<file path="config.mk">
export PLATFORM = sky130hd
export DESIGN_NAME = tbv_front
export DESIGN_NICKNAME = d
export VERILOG_FILES = /design/src/rtl/core/tbv_pkg.sv /design/src/rtl/core/tbv_front.sv
export SDC_FILE = /design/constraint.sdc
export NUM_CORES = 2
export LEC_CHECK = 0
export BUFFER_PORTS_ARGS = -buffer_cell sky130_fd_sc_hd__buf_2
export CORE_ASPECT_RATIO = 1.5
export CORE_MARGIN = 4
export CORE_UTILIZATION = 30
export CTS_CLUSTER_SIZE = 12
export DETAILED_ROUTE_END_ITERATION = 8
export HOLD_SLACK_MARGIN = 0.05
export SETUP_SLACK_MARGIN = 0.4
export SLEW_MARGIN = 30
export SYNTH_ARGS = -nofsm -noshare
export SYNTH_HDL_FRONTEND = slang
export SYNTH_SLANG_ARGS = --single-unit
</file>
<file path="constraint.sdc">
create_clock -name clock -period 12.1 [get_ports clock]
set_input_delay 1.21 -clock clock [delete_from_list [all_inputs] [get_ports clock]]
set_output_delay 1.21 -clock clock [all_outputs]
set_load 0.005 [all_outputs]
</file>
<file path="src/rtl/core/tbv_pkg.sv">
// Shared types, constants and helpers for the triangle bounding-box voxelizer.
// No dependencies; every rtl/core module imports this package.
`timescale 1ns / 1ps
package tbv_pkg;
   localparam int MaxWidth  = 16;
   localparam int MaxHeight = 16;
   localparam int MaxDepth  = 16;
   localparam int StoreSize = MaxWidth * MaxHeight * MaxDepth;
   localparam int IdxW      = $clog2(StoreSize);
   localparam int XW        = $clog2(MaxWidth);
   localparam int YW        = $clog2(MaxHeight);
   localparam int ZW        = $clog2(MaxDepth);
   localparam int CntW      = 13;

   typedef enum logic [1:0] {
      REQ_INSERT = 2'd0,
      REQ_QUERY  = 2'd1,
      REQ_CLEAR  = 2'd2,
      REQ_NOP    = 2'd3
   } req_type_type;

   typedef enum logic [2:0] {
      CSR_ORIGIN_X = 3'd0,
      CSR_ORIGIN_Y = 3'd1,
      CSR_ORIGIN_Z = 3'd2,
      CSR_INV_CELL = 3'd3,
      CSR_WIDTH    = 3'd4,
      CSR_HEIGHT   = 3'd5,
      CSR_DEPTH    = 3'd6,
      CSR_NONE     = 3'd7
   } csr_index_type;

   // Classified work handed from front to back.
   typedef struct packed {
      req_type_type  kind;
      logic          empty_box;
      logic [XW-1:0] xl, xh;
      logic [YW-1:0] yl, yh;
      logic [ZW-1:0] zl, zh;
      logic [IdxW:0] w;
      logic [IdxW:0] wh;
      logic [IdxW-1:0] qidx;
      logic          qbad;
   } job_type;

   typedef enum logic [2:0] {
      BK_IDLE, BK_READ, BK_WALK, BK_QUERY, BK_CLEAR, BK_DONE
   } back_state_type;

   typedef enum logic [2:0] {
      FR_IDLE, FR_MUL, FR_BOX, FR_PUSH
   } front_state_type;

   function automatic logic [4:0] eff_dim(input logic [4:0] v, input int maxv);
      logic [4:0] r;
      r = v;
      if (v == 5'd0) r = 5'd1;
      else if (int'(v) > maxv) r = 5'(maxv);
      return r;
   endfunction
endpackage

</file>
<file path="src/rtl/core/tbv_front.sv">
// Front end: takes a request, maps vertices to grid coordinates one per cycle
// through a shared multiplier, forms and clamps the box. Uses tbv_pkg.
`timescale 1ns / 1ps
module tbv_front (
   input  logic                  clock,
   input  logic                  reset,
   input  logic                  start,
   output logic                  busy,
   input  tbv_pkg::req_type_type req_type,
   input  logic signed [31:0]    vtx [9],
   input  logic [11:0]           query_index,
   input  logic signed [31:0]    origin [3],
   input  logic [31:0]           inv_cell,
   input  logic [4:0]            dims [3],
   output logic                  push,
   output tbv_pkg::job_type      job,
   input  logic                  full
);
   import tbv_pkg::*;

   front_state_type   state_ff, state_in;
   req_type_type      kind_ff;
   logic signed [31:0] vtx_ff [9];
   logic [11:0]        qidx_ff;
   logic [3:0]         cnt_ff;
   logic [1:0]         ax_ff;
   logic signed [32:0] rel_ff;
   logic [3:0]         rcnt_ff;
   logic               rel_v_ff;
   logic signed [33:0] g_ff [9];  // grid coordinates before clamping
   logic [31:0]        mlo_ff, mhi_ff;
   logic               mneg_ff, mv_ff;
   logic [3:0]         mcnt_ff;
   job_type            job_ff;
   logic [4:0]         dw, dh, dd;

   assign dw = eff_dim(dims[0], MaxWidth);
   assign dh = eff_dim(dims[1], MaxHeight);
   assign dd = eff_dim(dims[2], MaxDepth);

   always_comb begin
      state_in = state_ff;
      unique case (state_ff)
         FR_IDLE: if (start) state_in = (req_type == REQ_INSERT) ? FR_MUL : FR_PUSH;
         FR_MUL:  if (mv_ff && mcnt_ff == 4'd8) state_in = FR_BOX;
         FR_BOX:  state_in = FR_PUSH;
         FR_PUSH: if (!full) state_in = FR_IDLE;
         default: state_in = FR_IDLE;
      endcase
   end

   always_comb begin
      busy = (state_ff != FR_IDLE);
      push = (state_ff == FR_PUSH) && !full;
      job  = job_ff;
   end

   // Stage 1: subtract. Stage 2: magnitude times inverse cell size.
   // Stage 3: floor and store.
   logic [32:0] mag;
   logic [63:0] prod;
   assign mag  = rel_ff[32] ? 33'(-rel_ff) : 33'(rel_ff);
   assign prod = 64'(mag) * 64'(inv_cell);

   always_ff @(posedge clock) begin
      if (reset) begin
         state_ff <= FR_IDLE;
         rel_v_ff <= 1'b0;
         mv_ff    <= 1'b0;
      end else begin
         state_ff <= state_in;
         rel_v_ff <= (state_ff == FR_MUL) && (cnt_ff != 4'd9);
         mv_ff    <= rel_v_ff;
      end
   end

   // The axis counter runs beside the vertex counter: x, y, z, x, ...
   always_ff @(posedge clock) begin
      if (state_ff == FR_IDLE && start) begin
         kind_ff <= req_type;
         vtx_ff  <= vtx;
         qidx_ff <= query_index;
         cnt_ff  <= 4'd0;
         ax_ff   <= 2'd0;
      end else if (state_ff == FR_MUL && cnt_ff != 4'd9) begin
         cnt_ff <= cnt_ff + 4'd1;
         ax_ff  <= (ax_ff == 2'd2) ? 2'd0 : ax_ff + 2'd1;
      end
      rel_ff  <= 33'(vtx_ff[cnt_ff]) - 33'(origin[ax_ff]);
      rcnt_ff <= cnt_ff;
      // the high word of a 33x32 product carries the integer part
      mlo_ff  <= prod[31:0];
      mhi_ff  <= prod[63:32];
      mneg_ff <= rel_ff[32];
      mcnt_ff <= rcnt_ff;
      if (mv_ff) begin
         if (mneg_ff)
            g_ff[mcnt_ff] <= -($signed({2'b00, mhi_ff}) + 34'(mlo_ff != 32'd0));
         else
            g_ff[mcnt_ff] <= $signed({2'b00, mhi_ff});
      end
   end

   logic signed [33:0] lox, hix, loy, hiy, loz, hiz;
   always_comb begin
      lox = g_ff[0]; hix = g_ff[0];
      if (g_ff[3] < lox) lox = g_ff[3];
      if (g_ff[6] < lox) lox = g_ff[6];
      if (g_ff[3] > hix) hix = g_ff[3];
      if (g_ff[6] > hix) hix = g_ff[6];
      if (lox < 0) lox = 0;
      if (hix > $signed({29'd0, dw}) - 1) hix = $signed({29'd0, dw}) - 1;
      loy = g_ff[1]; hiy = g_ff[1];
      if (g_ff[4] < loy) loy = g_ff[4];
      if (g_ff[7] < loy) loy = g_ff[7];
      if (g_ff[4] > hiy) hiy = g_ff[4];
      if (g_ff[7] > hiy) hiy = g_ff[7];
      if (loy < 0) loy = 0;
      if (hiy > $signed({29'd0, dh}) - 1) hiy = $signed({29'd0, dh}) - 1;
      loz = g_ff[2]; hiz = g_ff[2];
      if (g_ff[5] < loz) loz = g_ff[5];
      if (g_ff[8] < loz) loz = g_ff[8];
      if (g_ff[5] > hiz) hiz = g_ff[5];
      if (g_ff[8] > hiz) hiz = g_ff[8];
      if (loz < 0) loz = 0;
      if (hiz > $signed({29'd0, dd}) - 1) hiz = $signed({29'd0, dd}) - 1;
   end

   logic [IdxW:0] wh_full;
   assign wh_full = (IdxW+1)'(dw) * (IdxW+1)'(dh);

   always_ff @(posedge clock) begin
      if (state_ff == FR_BOX || (state_ff == FR_IDLE && start)) begin
         job_ff.kind      <= (state_ff == FR_BOX) ? kind_ff : req_type;
         job_ff.empty_box <= (lox > hix) || (loy > hiy) || (loz > hiz);
         job_ff.xl <= XW'(lox); job_ff.xh <= XW'(hix);
         job_ff.yl <= YW'(loy); job_ff.yh <= YW'(hiy);
         job_ff.zl <= ZW'(loz); job_ff.zh <= ZW'(hiz);
         job_ff.w  <= (IdxW+1)'(dw);
         job_ff.wh <= wh_full;
         job_ff.qidx <= (state_ff == FR_BOX) ? qidx_ff : IdxW'(query_index);
         job_ff.qbad <= (IdxW+2)'((state_ff == FR_BOX) ? qidx_ff : query_index)
                        >= (IdxW+2)'(wh_full * dd);
      end
   end
endmodule

</file>
# Word level (Yosys, flattened, before mapping)

Memory sizes are Yosys's and may differ from the RTL's.
Index checks and enable logic that the tools add are counted.

Output and inout port bits: 68
Bits of input ports: 449
Memory bits (writable): 306
Logic and storage cells: 149
Memories kept: 1
Register bits after elaboration: 474

$mul: 3
Reductions and logical operators: 16
$add $sub $neg: 9
Bitwise gates (word level): 3
Equality and inequality tests: 9
$lt $le $gt $ge: 27
Multiplexer cells: 47

Memory list:

| name | words | bits a word | read ports | clocked after memory_dff | wr ports | line            | RTL |
|---|---|---|---|---|---|---|---|
| g_ff | 9     | 34          | 9          | 0                        | 1        | tbv_front.sv:30 | `logic signed [33:0] g_ff [9];` |

Operators with widths:

| kind                | count |
|---|---|
| $mux 34             | 19 |
| $gt 34x34->1        | 12 |
| $lt 34x34->1        | 6 |
| $bmux 32 s4         | 1 |
| $mux 32             | 4 |
| $lt 34x1->1 const B | 3 |
| $bmux 32 s2         | 1 |
| $mul 33x32->64      | 1 |
| $neg 33->34         | 1 |
| $add 32x1->33       | 1 |
| $mux 33             | 1 |
| $neg 33->33         | 1 |
| $sub 32x32->33      | 1 |
| $reduce_bool 32->1  | 1 |
| $mux 5              | 6 |
| $mux 12             | 2 |
| $sub 5x1->6 const B | 3 |
| $gt 5x5->1 const B  | 3 |
| $logic_not 5->1     | 3 |
| $ge 12x14->1        | 1 |
| $mul 10x5->14       | 1 |
| $pmux 3 s4          | 1 |
| $mul 5x5->10        | 1 |
| $mux 3              | 3 |
| other kinds (22)    | 37 |

# Logic depth before layout (Yosys ltp)

An unclocked memory read counts as a cell.

Depth in word-level cells: 10
Gate-level depth with buffers: 49
Mapped depth without buffers: 43

# Least setup slack after synthesis

No wires, ideal clock.

Path type: input-to-reg
Start: input start
End: register job_ff, in the netlist job[0], enable pin
Arrival: 11310 ps
Slack: 402 ps
Data required time: 11711 ps
Path buffers: 1
Stages: 3
Library setup time: 389 ps
Cell sequence: and2_1 > clkbuf_1 > or2_2

Longest elaborated chain between the ends: 2

RTL lines:

| item              | line             | RTL |
|---|---|---|
| start, declared   | tbv_front.sv:7   | `input logic start,` |
| $logic_and 1x1->1 | tbv_front.sv:133 | `if (state_ff == FR_BOX \|\| (state_ff == FR_IDLE && start)) begin` |
| $logic_or 1x1->1  | tbv_front.sv:133 |  |
| end, declared     | tbv_front.sv:34  | `job_type job_ff;` |

No other way between the ends.
A chain may end at the register's enable or synchronous reset.

# Worst setup path after layout

Start: register rel_ff[1]
End: register mhi_ff[29]

Longest elaborated chain between the ends: 3

RTL lines:

| item                   | line            | RTL |
|---|---|---|
| start, declared        | tbv_front.sv:27 | `logic signed [32:0] rel_ff;` |
| start signal, assigned | tbv_front.sv:89 | `rel_ff <= 33'(vtx_ff[cnt_ff]) - 33'(origin[ax_ff]);` |
| $neg 33->33            | tbv_front.sv:62 | `assign mag = rel_ff[32] ? 33'(-rel_ff) : 33'(rel_ff);` |
| $mux 33 *              | tbv_front.sv:62 |  |
| $mul 33x32->64 *       | tbv_front.sv:63 | `assign prod = 64'(mag) * 64'(inv_cell);` |
| named net prod[61]     | tbv_front.sv:61 | `logic [63:0] prod;` |
| end signal, assigned   | tbv_front.sv:93 | `mhi_ff <= prod[63:32];` |
| end, declared          | tbv_front.sv:31 | `logic [31:0] mlo_ff, mhi_ff;` |

Mark *: on every way through the listed nets, which the timed path passes. The rest lies on a longest branch.

==> summary.md <==
| Metric | Value |
|---|---|
| Ranking of synthesized cells by area | `edfxtp_1 24%, fa_1 23%, ha_1 13%, inv_1 5.9%, nand2_1 4.8%` |
| Syn avg cell area | `10.1 sq um` |
| DR pass1 iterations | `8` |
| First-pass GRT wire length | `396 mm` |
| Setup violators final | `0` |
| Worst-Skew Late Latency | `0.74 ns` |
| #FFs+latches synth | `779` |
| Met1 Usage GRT | `18.6%` |
| Area delta synth->final | `12.6%` |
| Boundary Pins | `517` |
| Most frequent cells in the layout | `1308 x inv_1, 1056 x nand2_1, 958 x fa_1` |
| Clock Root Buffer | `clkbuf_16` |
| Ys flop type | `edfxtp_1` |
| Crit-path max cell delay | `0.58 ns` |
| Worst Tran Pin Value | `1.06 ns` |
| Top-area cell type share of the netlist area | `23.9%` |
| Cells after Synth | `8272` |
| Chip Height | `653 um` |
| CTS tree | `built` |
| Slew margin rel. | `29.5%` |
| Cell accounting for the most synthesized area | `edfxtp_1` |
| Largest net degree at the start of global routing | `83` |
| Post-CTS setup buffers | `0` |
| Final ANT Viol Nets | `0` |
| Utilization after layout | `34.0%` |
| Placement Rows | `236` |
| CTS sink cnt | `779` |
| Number of H-tree levels | `3` |
| Initial Util | `30.2%` |
| Sequential Area | `22200 sq um` |
| Final Max Slew Viols | `0` |
| Die span in x | `438 um` |
| Crit-path most repeated cell | `fa_1` |
| CP Buf/Inv Count | `5` |
| RSZ-0062 raised after global routing | `no` |
| GR Overflow Total | `0` |
| Final Hold Viols | `0` |
| Area of the multi-input gates | `55600 sq um` |
| Async SR Flop Fraction | `0%` |
| Fmax | `89.3 MHz` |
| GR Util All Layers | `17.9%` |
| Global routing usage on met3 | `2.80%` |
| CTS buffer count | `89` |
| Clock Skew | `0.0577 ns` |
| Sequential fraction of the synthesis area | `26.7%` |
| Port Buf Inserts | `505` |
| Mapped Area | `83300 sq um` |
| Share of layout cells above drive strength 1 | `11.2%` |
| Top Usage Layer GRT | `met2` |
| Period Utilization, post-route | `92.5%` |
| CTS max path bufs | `3` |
| DRC | `0` |
| Max-cap violations | `0` |
| Crit path time final | `11.20 ns` |
| FILL cells | `27800` |
| Via Count | `62200` |
| Core Area | `276000 sq um` |
| Die area | `286000 sq um` |
| Vias in the first global route | `67800` |
| Critical setup path kind | `register to register` |
| GPL Wtd Cong | `0.970` |
| CP top delay family | `adder cells` |
| Post-synth cell types | `81` |
| Global-route met2 utilization | `34.7%` |
| CP max-delay cell | `fa_1` |
| Crit path required time | `12.72 ns` |
| Initial DRC Count | `3419` |
| Status | `complete, no violations` |
| Setup TNS | `0 ns` |
| Initial antenna violation count | `38` |
| Drt via density | `4.98` |
| Data arrival time of the worst path | `11.81 ns` |
| Tightest Hold Check Type | `register to register` |
| WL final | `259 mm` |
| WL/cell | `20.8 um` |
| CP startpoint kind | `register` |
| Detailed placer's ending HPWL | `210 mm` |
| Clk slew on worst S/H paths | `0.06 ns` |
| CP Max Fanout | `22` |
| EDFF count, synth | `663` |
| Commonest non-fill, non-tap cell in the layout | `inv_1` |
| Nets | `11000` |
| Worst Setup End Kind | `register` |
| Warning count from the yosys run | `0` |
==> synthesized netlist by cell type, types with 19 or more instances <==
| cell type | instances |
|---|---|
| a31oi_1 | 24 |
| a211oi_1 | 24 |
| o21bai_1 | 25 |
| a21oi_1 | 393 |
| o31ai_1 | 19 |
| mux2i_1 | 306 |
| nand2b_1 | 101 |
| o21a_1 | 37 |
| nand2_1 | 1056 |
| nor2b_1 | 102 |
| xnor2_1 | 123 |
| nand3_1 | 69 |
| o2bb2ai_1 | 34 |
| fa_1 | 958 |
| nor2_1 | 341 |
| clkbuf_1 | 320 |
| o21ai_0 | 184 |
| nand4_1 | 122 |
| nor3_1 | 48 |
| dfxtp_1 | 116 |
| a211o_1 | 36 |
| xor2_1 | 45 |
| and2_1 | 280 |
| nor4_1 | 28 |
| edfxtp_1 | 663 |
| and3_1 | 26 |
| ha_1 | 891 |
| mux2_2 | 62 |
| mux4_2 | 64 |
| a21o_1 | 225 |
| inv_1 | 1308 |
==> registers in the layout, summed over array words and instances, names as in the netlist <==
| register | count |
|---|---|
| vtx_ff | 288 |
| job | 55 |
| state_ff | 2 |
| mcnt_ff | 4 |
| rel_v_ff | 1 |
| mlo_ff | 32 |
| g_ff | 306 |
| cnt_ff | 4 |
| rcnt_ff | 4 |
| mv_ff | 1 |
| mneg_ff | 1 |
| mhi_ff | 32 |
| ax_ff | 2 |
| kind_ff | 2 |
| qidx_ff | 12 |
| rel_ff | 33 |
==> timing repair <==
item / 4_1_cts / 5_1_grt
setup endpoints to repair: 0 / 5
endpoints found under the hold margin: 0 / 0
hold buffers: 0 / 0
resized for setup: 0 / 4
==> routing by layer <==
metal	vias to the layer above	wire length (um)
met5	-	119
met4	18	15100
met3	677	13400
met2	2027	140000
met1	31200	91000
li1	28300	-
==> cell families (layout without fill, tap and decap cells) <==
logic type / after synthesis / after routing / share of synthesized area, %
other: 2 / 119 / 0.00902
adders and majority gates: 1849 / 1849 / 36.4
and+or+nand+nor: 2242 / 2242 / 12.6
muxes: 432 / 432 / 6.25
AOI/OAI and AO/OA: 1125 / 1125 / 8.64
xor gates and xnor gates: 169 / 169 / 1.79
DFF: 779 / 779 / 26.7
buffers and inverters: 1674 / 2093 / 7.64
==> worst paths after layout <==
| kind | from | end | slack (ns) | cells past startpoint |
|---|---|---|---|---|
| hold / removal | rcnt_ff[2] | mcnt_ff[2] | 0.33 | 0 |
| setup / recovery | rel_ff[1] | mhi_ff[29] | 0.90 | 32 |
| hold reg to reg | rcnt_ff[2] | mcnt_ff[2] | 0.33 | 0 |
| setup reg to reg | rel_ff[1] | mhi_ff[29] | 0.90 | 32 |
==> final cells by class <==
cell class | count | share of cell area, %
diodes | 21 | 0.0560
clock inverters | 53 | 0.631
well taps | 3689 | 4.92
flip-flops and latches | 779 | 23.7
repair buffers | 630 | 3.79
multi-input cells | 5915 | 59.2
inverters | 1308 | 5.23
clock buffers | 102 | 2.43
==> per-stage QoR <==
step / worst slack, ns / hold slack [ns] / std cells / instance area, sq um
2_1_floorplan: 0.402 / 0.310 / 8368 / 83700
3_3_place_gp: 0.383 / 0.323 / 12300 / 90700
3_5_place_dp: 0.458 / 0.322 / 12300 / 90900
4_1_cts: 0.447 / 0.335 / 12500 / 93700
5_1_grt: 0.462 / 0.342 / 12500 / 93800
6_report: 0.905 / 0.334 / 12500 / 93800
Power is left out: the tool's default activity adds up to more than one toggle a clock period on the data nets, which glitch-free logic cannot reach.
