**config.mk**
```make
export PLATFORM = sky130hd
export DESIGN_NAME = tbv_queue
export DESIGN_NICKNAME = d
export VERILOG_FILES = /design/src/rtl/core/tbv_pkg.sv /design/src/rtl/core/tbv_queue.sv
export SDC_FILE = /design/constraint.sdc
export NUM_CORES = 1
export LEC_CHECK = 0
export ABC_CLOCK_PERIOD_IN_PS = 8870
export BUFFER_PORTS_ARGS = -buffer_cell sky130_fd_sc_hd__buf_2
export CAP_MARGIN = 0
export CORE_AREA = 2 2 117 119
export DETAILED_ROUTE_END_ITERATION = 8
export DIE_AREA = 0 0 119 121
export PLACE_DENSITY = 0.59
export SKIP_CTS_REPAIR_TIMING = 1
export SYNTH_ARGS = -nofsm -noshare
export SYNTH_HDL_FRONTEND = slang
export SYNTH_SLANG_ARGS = --single-unit
```
**constraint.sdc**
```tcl
create_clock -name clock -period 8.87 [get_ports clock]
set_clock_uncertainty 0.05 [all_clocks]
set_input_delay 1.774 -clock clock [delete_from_list [all_inputs] [get_ports clock]]
set_output_delay 1.774 -clock clock [all_outputs]
set_load 0.01 [all_outputs]
```
**src/rtl/core/tbv_pkg.sv**
```systemverilog
// Shared types, constants and helpers for the triangle bounding-box voxelizer.
// No dependencies; every rtl/core module imports this package.
`timescale 1ns / 1ps
package tbv_pkg;
   localparam int MaxWidth  = 16;
   localparam int MaxHeight = 16;
   localparam int MaxDepth  = 16;
   localparam int StoreSize = MaxWidth * MaxHeight * MaxDepth;
   localparam int IdxW      = $clog2(StoreSize);
   localparam int XW        = $clog2(MaxWidth);
   localparam int YW        = $clog2(MaxHeight);
   localparam int ZW        = $clog2(MaxDepth);
   localparam int CntW      = 13;

   typedef enum logic [1:0] {
      REQ_INSERT = 2'd0,
      REQ_QUERY  = 2'd1,
      REQ_CLEAR  = 2'd2,
      REQ_NOP    = 2'd3
   } req_type_type;

   typedef enum logic [2:0] {
      CSR_ORIGIN_X = 3'd0,
      CSR_ORIGIN_Y = 3'd1,
      CSR_ORIGIN_Z = 3'd2,
      CSR_INV_CELL = 3'd3,
      CSR_WIDTH    = 3'd4,
      CSR_HEIGHT   = 3'd5,
      CSR_DEPTH    = 3'd6,
      CSR_NONE     = 3'd7
   } csr_index_type;

   // Classified work handed from front to back.
   typedef struct packed {
      req_type_type  kind;
      logic          empty_box;
      logic [XW-1:0] xl, xh;
      logic [YW-1:0] yl, yh;
      logic [ZW-1:0] zl, zh;
      logic [IdxW:0] w;
      logic [IdxW:0] wh;
      logic [IdxW-1:0] qidx;
      logic          qbad;
   } job_type;

   typedef enum logic [2:0] {
      BK_IDLE, BK_READ, BK_WALK, BK_QUERY, BK_CLEAR, BK_DONE
   } back_state_type;

   typedef enum logic [2:0] {
      FR_IDLE, FR_MUL, FR_BOX, FR_PUSH
   } front_state_type;

   function automatic logic [4:0] eff_dim(input logic [4:0] v, input int maxv);
      logic [4:0] r;
      r = v;
      if (v == 5'd0) r = 5'd1;
      else if (int'(v) > maxv) r = 5'(maxv);
      return r;
   endfunction
endpackage

```
**src/rtl/core/tbv_queue.sv**
```systemverilog
// Two-entry queue of classified jobs between front and back ends.
// Uses tbv_pkg for the job type.
`timescale 1ns / 1ps
module tbv_queue (
   input  logic             clock,
   input  logic             reset,
   input  logic             push,
   input  tbv_pkg::job_type push_job,
   output logic             full,
   input  logic             pop,
   output logic             avail,
   output tbv_pkg::job_type head
);
   import tbv_pkg::*;

   job_type    mem_ff [2];
   logic       wp_ff, rp_ff;
   logic [1:0] cnt_ff;

   assign full  = (cnt_ff == 2'd2);
   assign avail = (cnt_ff != 2'd0);
   assign head  = mem_ff[rp_ff];

   always_ff @(posedge clock) begin
      if (reset) begin
         wp_ff <= 1'b0; rp_ff <= 1'b0; cnt_ff <= 2'd0;
      end else begin
         if (push) wp_ff <= ~wp_ff;
         if (pop) rp_ff <= ~rp_ff;
         cnt_ff <= cnt_ff + 2'(push) - 2'(pop);
      end
      if (push) mem_ff[wp_ff] <= push_job;
   end
endmodule

```
# Word-level counts from Yosys, hierarchy flattened
# Memories as Yosys holds them, arrays and structs flattened. A register that Yosys moved wholly into a read port is not among the register bits.
# Cells that the tools add are included.
totals:
  output_inout_bits: 68
  input_bits: 70
  mem_count: 1
  ram_bits: 132
  word_cells: 14
  register_bits: 4
mem_list:
  columns: ["name", "depth", "word_bits", "rd", "rd_clocked_by_memory_dff", "wr", "line_no", "rtl"]
  rows:
  - ["mem_ff", 2, 66, 1, 1, 1, "tbv_queue.sv:16", "job_type mem_ff [2];"]
classes:
  mux: 4
  n_addsub: 2
  eq_ne: 1
  reduce_logical: 1
  n_bitwise: 2
op_table:
  columns: ["op", "count"]
  rows:
  - ["$mux 1", 4]
  - ["$add 2x1->2", 1]
  - ["$eq 2x2->1 const B", 1]
  - ["$not 1->1", 2]
  - ["$reduce_bool 2->1", 1]
  - ["$sub 2x1->2", 1]

# Longest topological paths before layout
# Gate-level depths: netlist of the first run.
logic_depth:
  depth_word: 3
  ltp_mapped: 6
  ltp_nobuf: 6

# Worst setup path before layout of the first run
# Ideal clock, no wire load.
synth_path:
  path_type: "input to register"
  startpoint: "input push"
  endpoint: "memory mem_ff[0][0] (netlist name) (enable)"
  stages: 1
  arrival_ps: 4674
  path_buffers: 0
  setup_time_ps: 498
  path_slack_ps: 3648
  path_cell_list: "nor2b_1"
synth_between:
  elab_chain_len: 2
synth_rtl:
  columns: ["element", "line_no", "rtl"]
  rows:
  - ["start, declared", "tbv_queue.sv:7", "input logic push,"]
  - ["$mux 1", "tbv_queue.sv:32", "if (push) mem_ff[wp_ff] <= push_job;"]
  - ["$mux 1 (not written as such)", "tbv_queue.sv:32", null]
  - ["end, declared", "tbv_queue.sv:16", null]
# Every way passes these cells.

==> results of run 1 <==
[stage by stage]
stage          hold WS [ns]  std cells
2_1_floorplan         0.430        226
3_3_place_gp          0.442        533
3_5_place_dp          0.452        533
4_1_cts               0.466        565
5_1_grt               0.524        565
6_report              0.460        566
[routing by layer]
metal  vias to the layer above  track usage, %
li1                       1196               -
met1                      1216            16.1
met2                       105            19.7
met3                        14            5.31
met4                         0            6.70
met5                         -               0
[cells in the final DEF, fill, tap and decap left out, types with 2 or more instances in the layout]
cell       instances
buf_2            137
edfxtp_1         132
mux2_4            40
mux2_2            26
clkbuf_16         17
clkbuf_1           5
nor2_1             4
clkinv_2           4
dfxtp_1            4
bufinv_16          3
inv_1              2
nor2b_1            2
xnor2_1            2
ha_1               2
clkinv_1           2
[worst max-delay path by stage]
stage                        start                endpoint  cells after the start
after floorplan               push  mem_ff[0][0]$_DFFE_PP_                      1
after global placement    register                 head[9]                      2
after detailed placement  register                 head[9]                      2
after CTS                 register                 head[9]                      2
after global routing      register                 head[9]                      2
final                     register                 head[2]                      2
[final cells by class]
class,instances,area (um^2)
Antenna cell,1,2.50
Clock buffer,22,444
Clock inverter,10,126
Fill cell,1110,6510
Inverter,2,7.51
Multi-Input combinational cell,80,1010
Sequential cell,137,4070
Tap cell,176,220
Timing Repair Buffer,138,693
[synth_stat cells]
cell type and instances:
nor2_1 4, inv_1 2, buf_2 2, and2_1 1, buf_6 5, ha_1 2
dfxtp_1 5, or2_2 1, xnor3_1 1, xnor2_1 2, mux2_2 26, mux2_4 40
edfxtp_1 132, nor2b_1 3
[power by group through the flow]
stage / Sequential, mW / Combinational, mW / Clock, mW
finish: 0.782 / 0.159 / 0.680
global route: 0.787 / 0.174 / 0.724
CTS: 0.783 / 0.163 / 0.697
detailed placement: 0.796 / 0.162 / 0
global placement: 0.794 / 0.161 / 0
floorplan: 0.779 / 0.112 / 0
[state kept, by name, summed over array words and instances (netlist names), named ones only]
signal and flops:
mem_ff 132, rp_ff 1, wp_ff 1, cnt_ff 2
[logic make-up (layout without fill, tap and decap cells)]
logic type	count (synthesis)	count (layout)	share of synthesized area [%]
buffers and inverters	9	172	1.44
XOR/XNOR	3	3	0.779
AND/OR/NAND/NOR	9	9	0.900
adder cells (fa/ha/maj)	2	2	0.487
flip-flops	137	137	79.0
multiplexers	66	66	17.4
other	0	1	0
[critical path, cell delays in order, from the launching register on]
cell and delay [ns]:
dfxtp_4 1.09, mux2_2 0.43, buf_2 0.14
==> impl_metrics.tcl, run 1 <==
set metrics [dict create \
    critPathArrivalTime_ns 2.17 \
    endpoint_kind "output pin" \
    crit_fanout 66 \
    die-area_mm2 0.0144 \
    criticalPathCategory "reg -> out" \
    hold_start "rp_ff$_SDFFE_PP0P_" \
    rrSetupSlack_ns 7.04 \
    dr.first_iter.drc_count 176 \
    p_leak_nw 2.57 \
    hp-class "reg -> reg" \
    yosys_register_bits 137 \
    seqPwrFrac_pct 48.2 \
    drc 0 \
    m1WireLength_mm 3.96 \
    max_cap_violations 0 \
    core_area_mm2 0.0131 \
    track_usage_pct 13.0 \
    synth_area_leaders "edfxtp_1, mux2_4, mux2_2" \
    final_antenna_net_count 0 \
    wl_met2_mm 4.02 \
    synth_cell_types 14 \
    areaGrowthSynthToFinish_pct 27.9 \
    regToRegEndpoint "mem_ff[0][54]$_DFFE_PP_" \
    rr_startpoint "wp_ff$_SDFFE_PP0P_" \
    fin_nets 448 \
    grt_first_pass_wirelength_mm 13.7 \
    hold_viol 0 \
    routed_via_density 4.47 \
    top_layer "met4" \
    pre_cts_ws_ns 5.31 \
    switching_share_pct 20.8 \
    drv_slew 0 \
    status "finished clean" \
    worst_slew_pin_slew_ns 1.17 \
    clk_pin_slew_ns 0.06 \
    clock_power_share_pct 41.9 \
    grt_pass1_vias 2728 \
    yosysSeqAreaShare_pct 79.0 \
    internal_power_mw 1.28 \
    worstSetupStartpointType "register" \
    rows 42 \
    postPlaceCellArea_mm2 0.00600 \
    clock_sinks 137 \
    grt_max_degree 67 \
    post-dp-hpwl_mm 5.37 \
    grt_overflow 0 \
    routedWlPerCell_um 15.6 \
    slew_headroom_pct 21.9 \
    clk_path_buf_depth 2 \
    p_total_mw 1.62 \
    clk_latency_ns 0.41 \
    finalCritPeriodShare_pct 45.0 \
    final_util_pct 50.3 \
    die-height_um 121 \
    h-tree-depth 4 \
    vias 2531 \
    stdcell_area_mm2 0.00658 \
    avgSynthCellArea_um2 22.8 \
    power.density_mw_per_mm2 246 \
    p_switching_mw 0.338 \
    rsz0062_at_grt "no" \
    cts_tree "done" \
    power_frac_comb_pct 9.8 \
    wl_met3_um 679 \
    postSynthCellCount 226 \
    synth-warning-count 0 \
    io_pins 138 \
    cts_buffers 17 \
    fin_setup_tns_ns 0 \
    cts-root-buf "clkbuf_16" \
    min_path_cells 2 \
    wl_mm 8.84 \
    drtPass1Iterations 4 \
    finalSetupViolCount 0 \
    dieWidth_um 119 \
    netlist.area_leader.share_pct 77.1 \
    place.gp.congestion 0.667 \
    vdd_ir_drop_max_uv 106 \
    critical_path_required_ns 7.05 \
    syn_nets 298 \
    synth_area_mm2 0.00514 \
    min_to "rp_ff$_SDFFE_PP0P_" \
    yosysTopAreaCell "edfxtp_1" \
    setup_ws_ns 4.88 \
    ff2ff_path_depth 2 \
    final.min_clock_period_ns 3.99 \
    initial_core_util_pct 39.3 \
    fmax_ghz 0.250 \
    antenna_found_initial 1 \
    drive_gt1_share_pct 59.9 \
    port_buffers 137 \
]
(Power assumes the default switching activity.)
==> inputs of run 2 (changes only) <==
ABC_AREA = 1   (was default)
ABC_CLOCK_PERIOD_IN_PS = 3200   (was 8870)
PLACE_DENSITY = 0.62   (was 0.59)
clock period = 3.2 ns   (was 8.87 ns; I/O delays follow)
==> impl_metrics.tcl, run 2 <==
set metrics [dict create \
    stdcell_count 578 \
    avgSynthCellArea_um2 21.8 \
    areaGrowthSynthToFinish_pct 30.1 \
    yosysSeqAreaShare_pct 78.9 \
    place.gp.congestion 0.662 \
    power.density_mw_per_mm2 684 \
    antenna_found_initial 0 \
    clk_latency_ns 0.41 \
    cts-root-buf "clkbuf_16" \
    slew_headroom_pct 63.1 \
    hold_viol 0 \
    criticalPathCategory "reg -> out" \
    grtUsageMet3_pct 5.73 \
    track_usage_pct 13.1 \
    final_common_cell "buf_2" \
    async_flop_share_pct 0 \
    worstPathCellList "buf_12 -> mux2_2 -> buf_2" \
    largest_reg_flops 132 \
    cts_buffers 17 \
    switching_share_pct 20.2 \
    clock_sinks 137 \
    final_util_pct 51.2 \
    gr-usage-met2_pct 21.6 \
    dr.first_iter.drc_count 141 \
    grt_overflow 0 \
    p_leak_nw 2.64 \
    synthFlopType "edfxtp_1" \
    netlist.area_leader.share_pct 77.0 \
    clk_pin_slew_ns 0.06 \
    hp-class "in -> reg" \
    grt_max_degree 51 \
    drive_gt1_share_pct 59.5 \
    worst_slew_pin_slew_ns 0.554 \
    internal_power_mw 3.66 \
    yosys_register_bits 137 \
    top_regs "mem_ff (132), cnt_ff (2)" \
    initial_core_util_pct 39.3 \
    rows 42 \
    routedWlPerCell_um 15.3 \
    fmax_ghz 0.374 \
    max_cap_violations 0 \
    finalCritPeriodShare_pct 83.5 \
    crit_path_max_incr_delay_ns 0.71 \
    grt-busiest-layer "met2" \
    endpoint_kind "output pin" \
    cpMaxStageDelayCell "dfxtp_4" \
    stdcell_area_mm2 0.00670 \
    wl_mm 8.86 \
    synthMuxAreaShare_pct 17.4 \
    setup_ws_ns 0.529 \
    dp_cells 546 \
    syn_nets 308 \
    cts_tree "done" \
    dieWidth_um 119 \
    fin_nets 461 \
    finalSetupViolCount 0 \
    synth_cell_types 14 \
    final.min_clock_period_ns 2.67 \
    synth_fa_ha_area_share_pct 0.486 \
    io_pins 138 \
    core_area_mm2 0.0131 \
    yosys.area_share.simple_pct 1.07 \
    final_cell_mix "buf_2, edfxtp_1, mux2_4" \
    crit_fanout 34 \
    clock_power_share_pct 44.3 \
    critical_path_required_ns 2.51 \
    critPathArrivalTime_ns 1.98 \
    post-dp-hpwl_mm 5.59 \
    rsz0062_at_grt "no" \
    postSynthCellCount 236 \
    synth_area_mm2 0.00515 \
    drv_slew 0 \
    vdd_ir_drop_max_uv 339 \
    power_frac_comb_pct 9.5 \
    postPlaceCellArea_mm2 0.00607 \
    port_buffers 137 \
    grt_first_pass_wirelength_mm 13.9 \
    synth-warning-count 0 \
    yosysTopAreaCell "edfxtp_1" \
    status "finished clean" \
    vias 2599 \
    synth_xor_area_share_pct 0.170 \
    antennaDiodeCount 0 \
    synth_area_leaders "edfxtp_1, mux2_4, mux2_2" \
    die-area_mm2 0.0144 \
    worstSetupStartpointType "register" \
    die-height_um 121 \
    synth_top_family_by_area "multiplexers" \
    crit_family "flip-flops" \
    pre_cts_ws_ns 0.917 \
    final_antenna_net_count 0 \
    top_register "mem_ff" \
    clk_path_buf_depth 2 \
    crit_buf_inv 2 \
    fin_setup_tns_ns 0 \
    grt_pass1_vias 2817 \
    p_switching_mw 0.926 \
    drtPass1Iterations 4 \
    h-tree-depth 4 \
    drc 0 \
    seqPwrFrac_pct 46.3 \
    synth_edf_count 132 \
    synth-compound-area-share_pct 0.0972 \
    routed_via_density 4.50 \
    yosysMostFrequentCell "edfxtp_1" \
    synth.cells.most_frequent "edfxtp_1, mux2_4, mux2_2, inv_1, nor2_1" \
    grt_use_met1_pct 14.6 \
]
run 2: changes by cell type after synthesis, sizes merged:
cell | previous run | this run
inv | 2 | 8
nand2 | 0 | 5
nor2 | 4 | 7
nor2b | 3 | 0
a21oi | 0 | 1
and2 | 1 | 0
nand3 | 0 | 1
nor3 | 0 | 1
or2 | 1 | 0
xnor2 | 2 | 1
xnor3 | 1 | 0
run 2: kinds of logic (layout without fill, tap and decap cells):
| logic type | Yosys count | after routing |
|---|---|---|
| flops | 137 | 137 |
| fa+ha+maj | 2 | 2 |
| simple gates | 14 | 14 |
| compound gates | 1 | 1 |
| buf+inv | 15 | 181 |
| xor+xnor | 1 | 1 |
| mux | 66 | 66 |
run 2: power groups by stage:
stage	Combinational [mW]	Sequential, mW	Clock, mW
4_1_cts	0.445	2.12	2.07
6_report	0.435	2.12	2.03
3_3_place_gp	0.439	2.15	0
2_1_floorplan	0.285	2.13	0
5_1_grt	0.473	2.13	2.15
3_5_place_dp	0.444	2.16	0
run 2: final timing paths:
check	startpoint	to	slack (ns)	depth (start not counted)
setup / recovery	register	head[3]	0.53	3
hold / removal	push_job[24]	mem_ff[0][24]$_DFFE_PP_	0.37	1
setup reg to reg	wp_ff$_SDFFE_PP0P_	mem_ff[0][26]$_DFFE_PP_	1.63	2
hold reg to reg	rp_ff$_SDFFE_PP0P_	register	0.47	2
run 2: layout make-up:
type	count	area [um^2]
fill	1115	6390
tap	176	220
sequential	137	4070
multi-input combinational	84	995
clock inverter	6	110
inverter	8	30.0
clock buffer	26	519
timing repair buffer	141	753
run 2: stage by stage:
stage | power [mW] | hold slack, ns
6_report | 4.58 | 0.365
5_1_grt | 4.75 | 0.342
4_1_cts | 4.64 | 0.339
3_5_place_dp | 2.60 | 0.452
3_3_place_gp | 2.59 | 0.442
2_1_floorplan | 2.42 | 0.430
run 2: worst reg2reg max path, stage by stage (launching register included):
cell and delay, ns:
dfxtp_1 0.34, nor2_4 0.46, buf_12 0.35
run 2: per-layer routing:
metal  vias to the layer above  routed length (um)
met5                         -                   0
met4                         0                 147
met3                        15                 701
met2                       108                4460
met1                      1253                3560
li1                       1223                   -
==> inputs of run 3 (changes only) <==
ABC_CLOCK_PERIOD_IN_PS = 2500   (was 3200)
PLACE_DENSITY = 0.6   (was 0.62)
clock period = 2.5 ns   (was 3.2 ns; I/O delays follow)
==> impl_metrics.tcl, run 3 (same netlist as run 2, synthesis figures left out) <==
set metrics [dict create \
    top_layer "met5" \
    p_leak_nw 2.68 \
    antenna_found_initial 1 \
    wl_mm 9.10 \
    final_util_pct 51.7 \
    final_antenna_net_count 0 \
    hold_viol 0 \
    rows 42 \
    final_cell_mix "buf_2, edfxtp_1, mux2_4" \
    areaGrowthSynthToFinish_pct 31.3 \
    slew_headroom_pct 72.9 \
    finalCritPeriodShare_pct 94.0 \
    cts-root-buf "clkbuf_16" \
    io_pins 138 \
    clk_pin_slew_ns 0.06 \
    grt_pass1_vias 2706 \
    vdd_ir_drop_max_uv 438 \
    drc 0 \
    critPathArrivalTime_ns 1.80 \
    clock_sinks 137 \
    place.gp.congestion 0.703 \
    track_usage_pct 13.4 \
    vias 2644 \
    status "finished clean" \
    grt_max_degree 43 \
    endpoint_kind "output pin" \
    h-tree-depth 4 \
    dp_cells 551 \
    drv_slew 0 \
    fin_nets 466 \
    dr.first_iter.drc_count 172 \
    cts_tree "done" \
    clk_latency_ns 0.41 \
    worstSetupStartpointType "register" \
    max_cap_violations 0 \
    top_regs "mem_ff (132), cnt_ff (2)" \
    routed_via_density 4.54 \
    core_area_mm2 0.0131 \
    final_common_cell "buf_2" \
    port_buffers 137 \
    stdcell_count 583 \
    power.density_mw_per_mm2 893 \
    crit_fanout 29 \
    cts_buffers 17 \
    initial_core_util_pct 39.3 \
    antennaDiodeCount 0 \
    largest_reg_flops 132 \
    criticalPathCategory "reg -> out" \
    finalSetupViolCount 0 \
    clk_path_buf_depth 2 \
    dieWidth_um 119 \
    hp-class "in -> reg" \
    fmax_ghz 0.426 \
    rsz0062_at_grt "no" \
    wl_met2_mm 4.44 \
    grt_overflow 0 \
    fin_setup_tns_ns 0 \
    drtPass1Iterations 4 \
    top_register "mem_ff" \
    wl_met3_um 644 \
    routedWlPerCell_um 15.6 \
    grt_first_pass_wirelength_mm 14.0 \
    holdWs_ns 0.216 \
    die-height_um 121 \
    p_total_mw 6.04 \
    die-area_mm2 0.0144 \
    m1WireLength_mm 3.90 \
    final.min_clock_period_ns 2.35 \
    post-dp-hpwl_mm 6.16 \
    drive_gt1_share_pct 60.0 \
    worst_slew_pin_slew_ns 0.405 \
    critical_path_required_ns 1.95 \
]
## run 3: layer usage
metal  vias up  global-route usage, %
met3        13                   5.59
met2       106                   21.3
met1      1295                   15.7
li1       1228                      -
met4         2                   6.25
met5         -                      0
## run 3: per-stage QoR
| step | worst slack, ns | area (um^2) |
|---|---|---|
| 3_5_place_dp | 0.553 | 6100 |
| 4_1_cts | 0.0976 | 6760 |
| 3_3_place_gp | 0.573 | 6100 |
| 6_report | 0.150 | 6760 |
| 2_1_floorplan | 0.180 | 5150 |
| 5_1_grt | 0.0665 | 6760 |
## run 3: worst paths after layout
path	end	slack (ns)	from	cells past startpoint
worst max register to register	mem_ff[1][54]$_DFFE_PP_	1.08	wp_ff$_SDFFE_PP0P_	3
worst max-delay path	head[24]	0.15	register	3
worst min-delay path	mem_ff[0][21]$_DFFE_PP_	0.22	push_job[21]	1
worst min register to register	rp_ff$_SDFFE_PP0P_	0.47	rp_ff$_SDFFE_PP0P_	2
## run 3: layout make-up
| cell class | count | area [um^2] |
|---|---|---|
| fill | 1078 | 6330 |
| inverter | 8 | 30.0 |
| sequential | 137 | 4070 |
| clock buffer | 17 | 425 |
| tap | 176 | 220 |
| timing repair buffer | 146 | 791 |
| multi-input combinational | 84 | 995 |
| clock inverter | 15 | 230 |
## run 3: where the power goes
group | leakage, nW | switching (mW) | total, mW | internal (mW)
Clock | 0.315 | 0.904 | 2.76 | 1.85
Sequential | 1.28 | 0.0463 | 2.70 | 2.66
Combinational | 1.08 | 0.275 | 0.575 | 0.300
Total | 2.68 | 1.23 | 6.04 | 4.81
## run 3: worst max-delay path, cell delays in order (launching register included)
cell	delay, ns
dfxtp_4	0.58
buf_12	0.27
mux2_2	0.37
buf_2	0.14
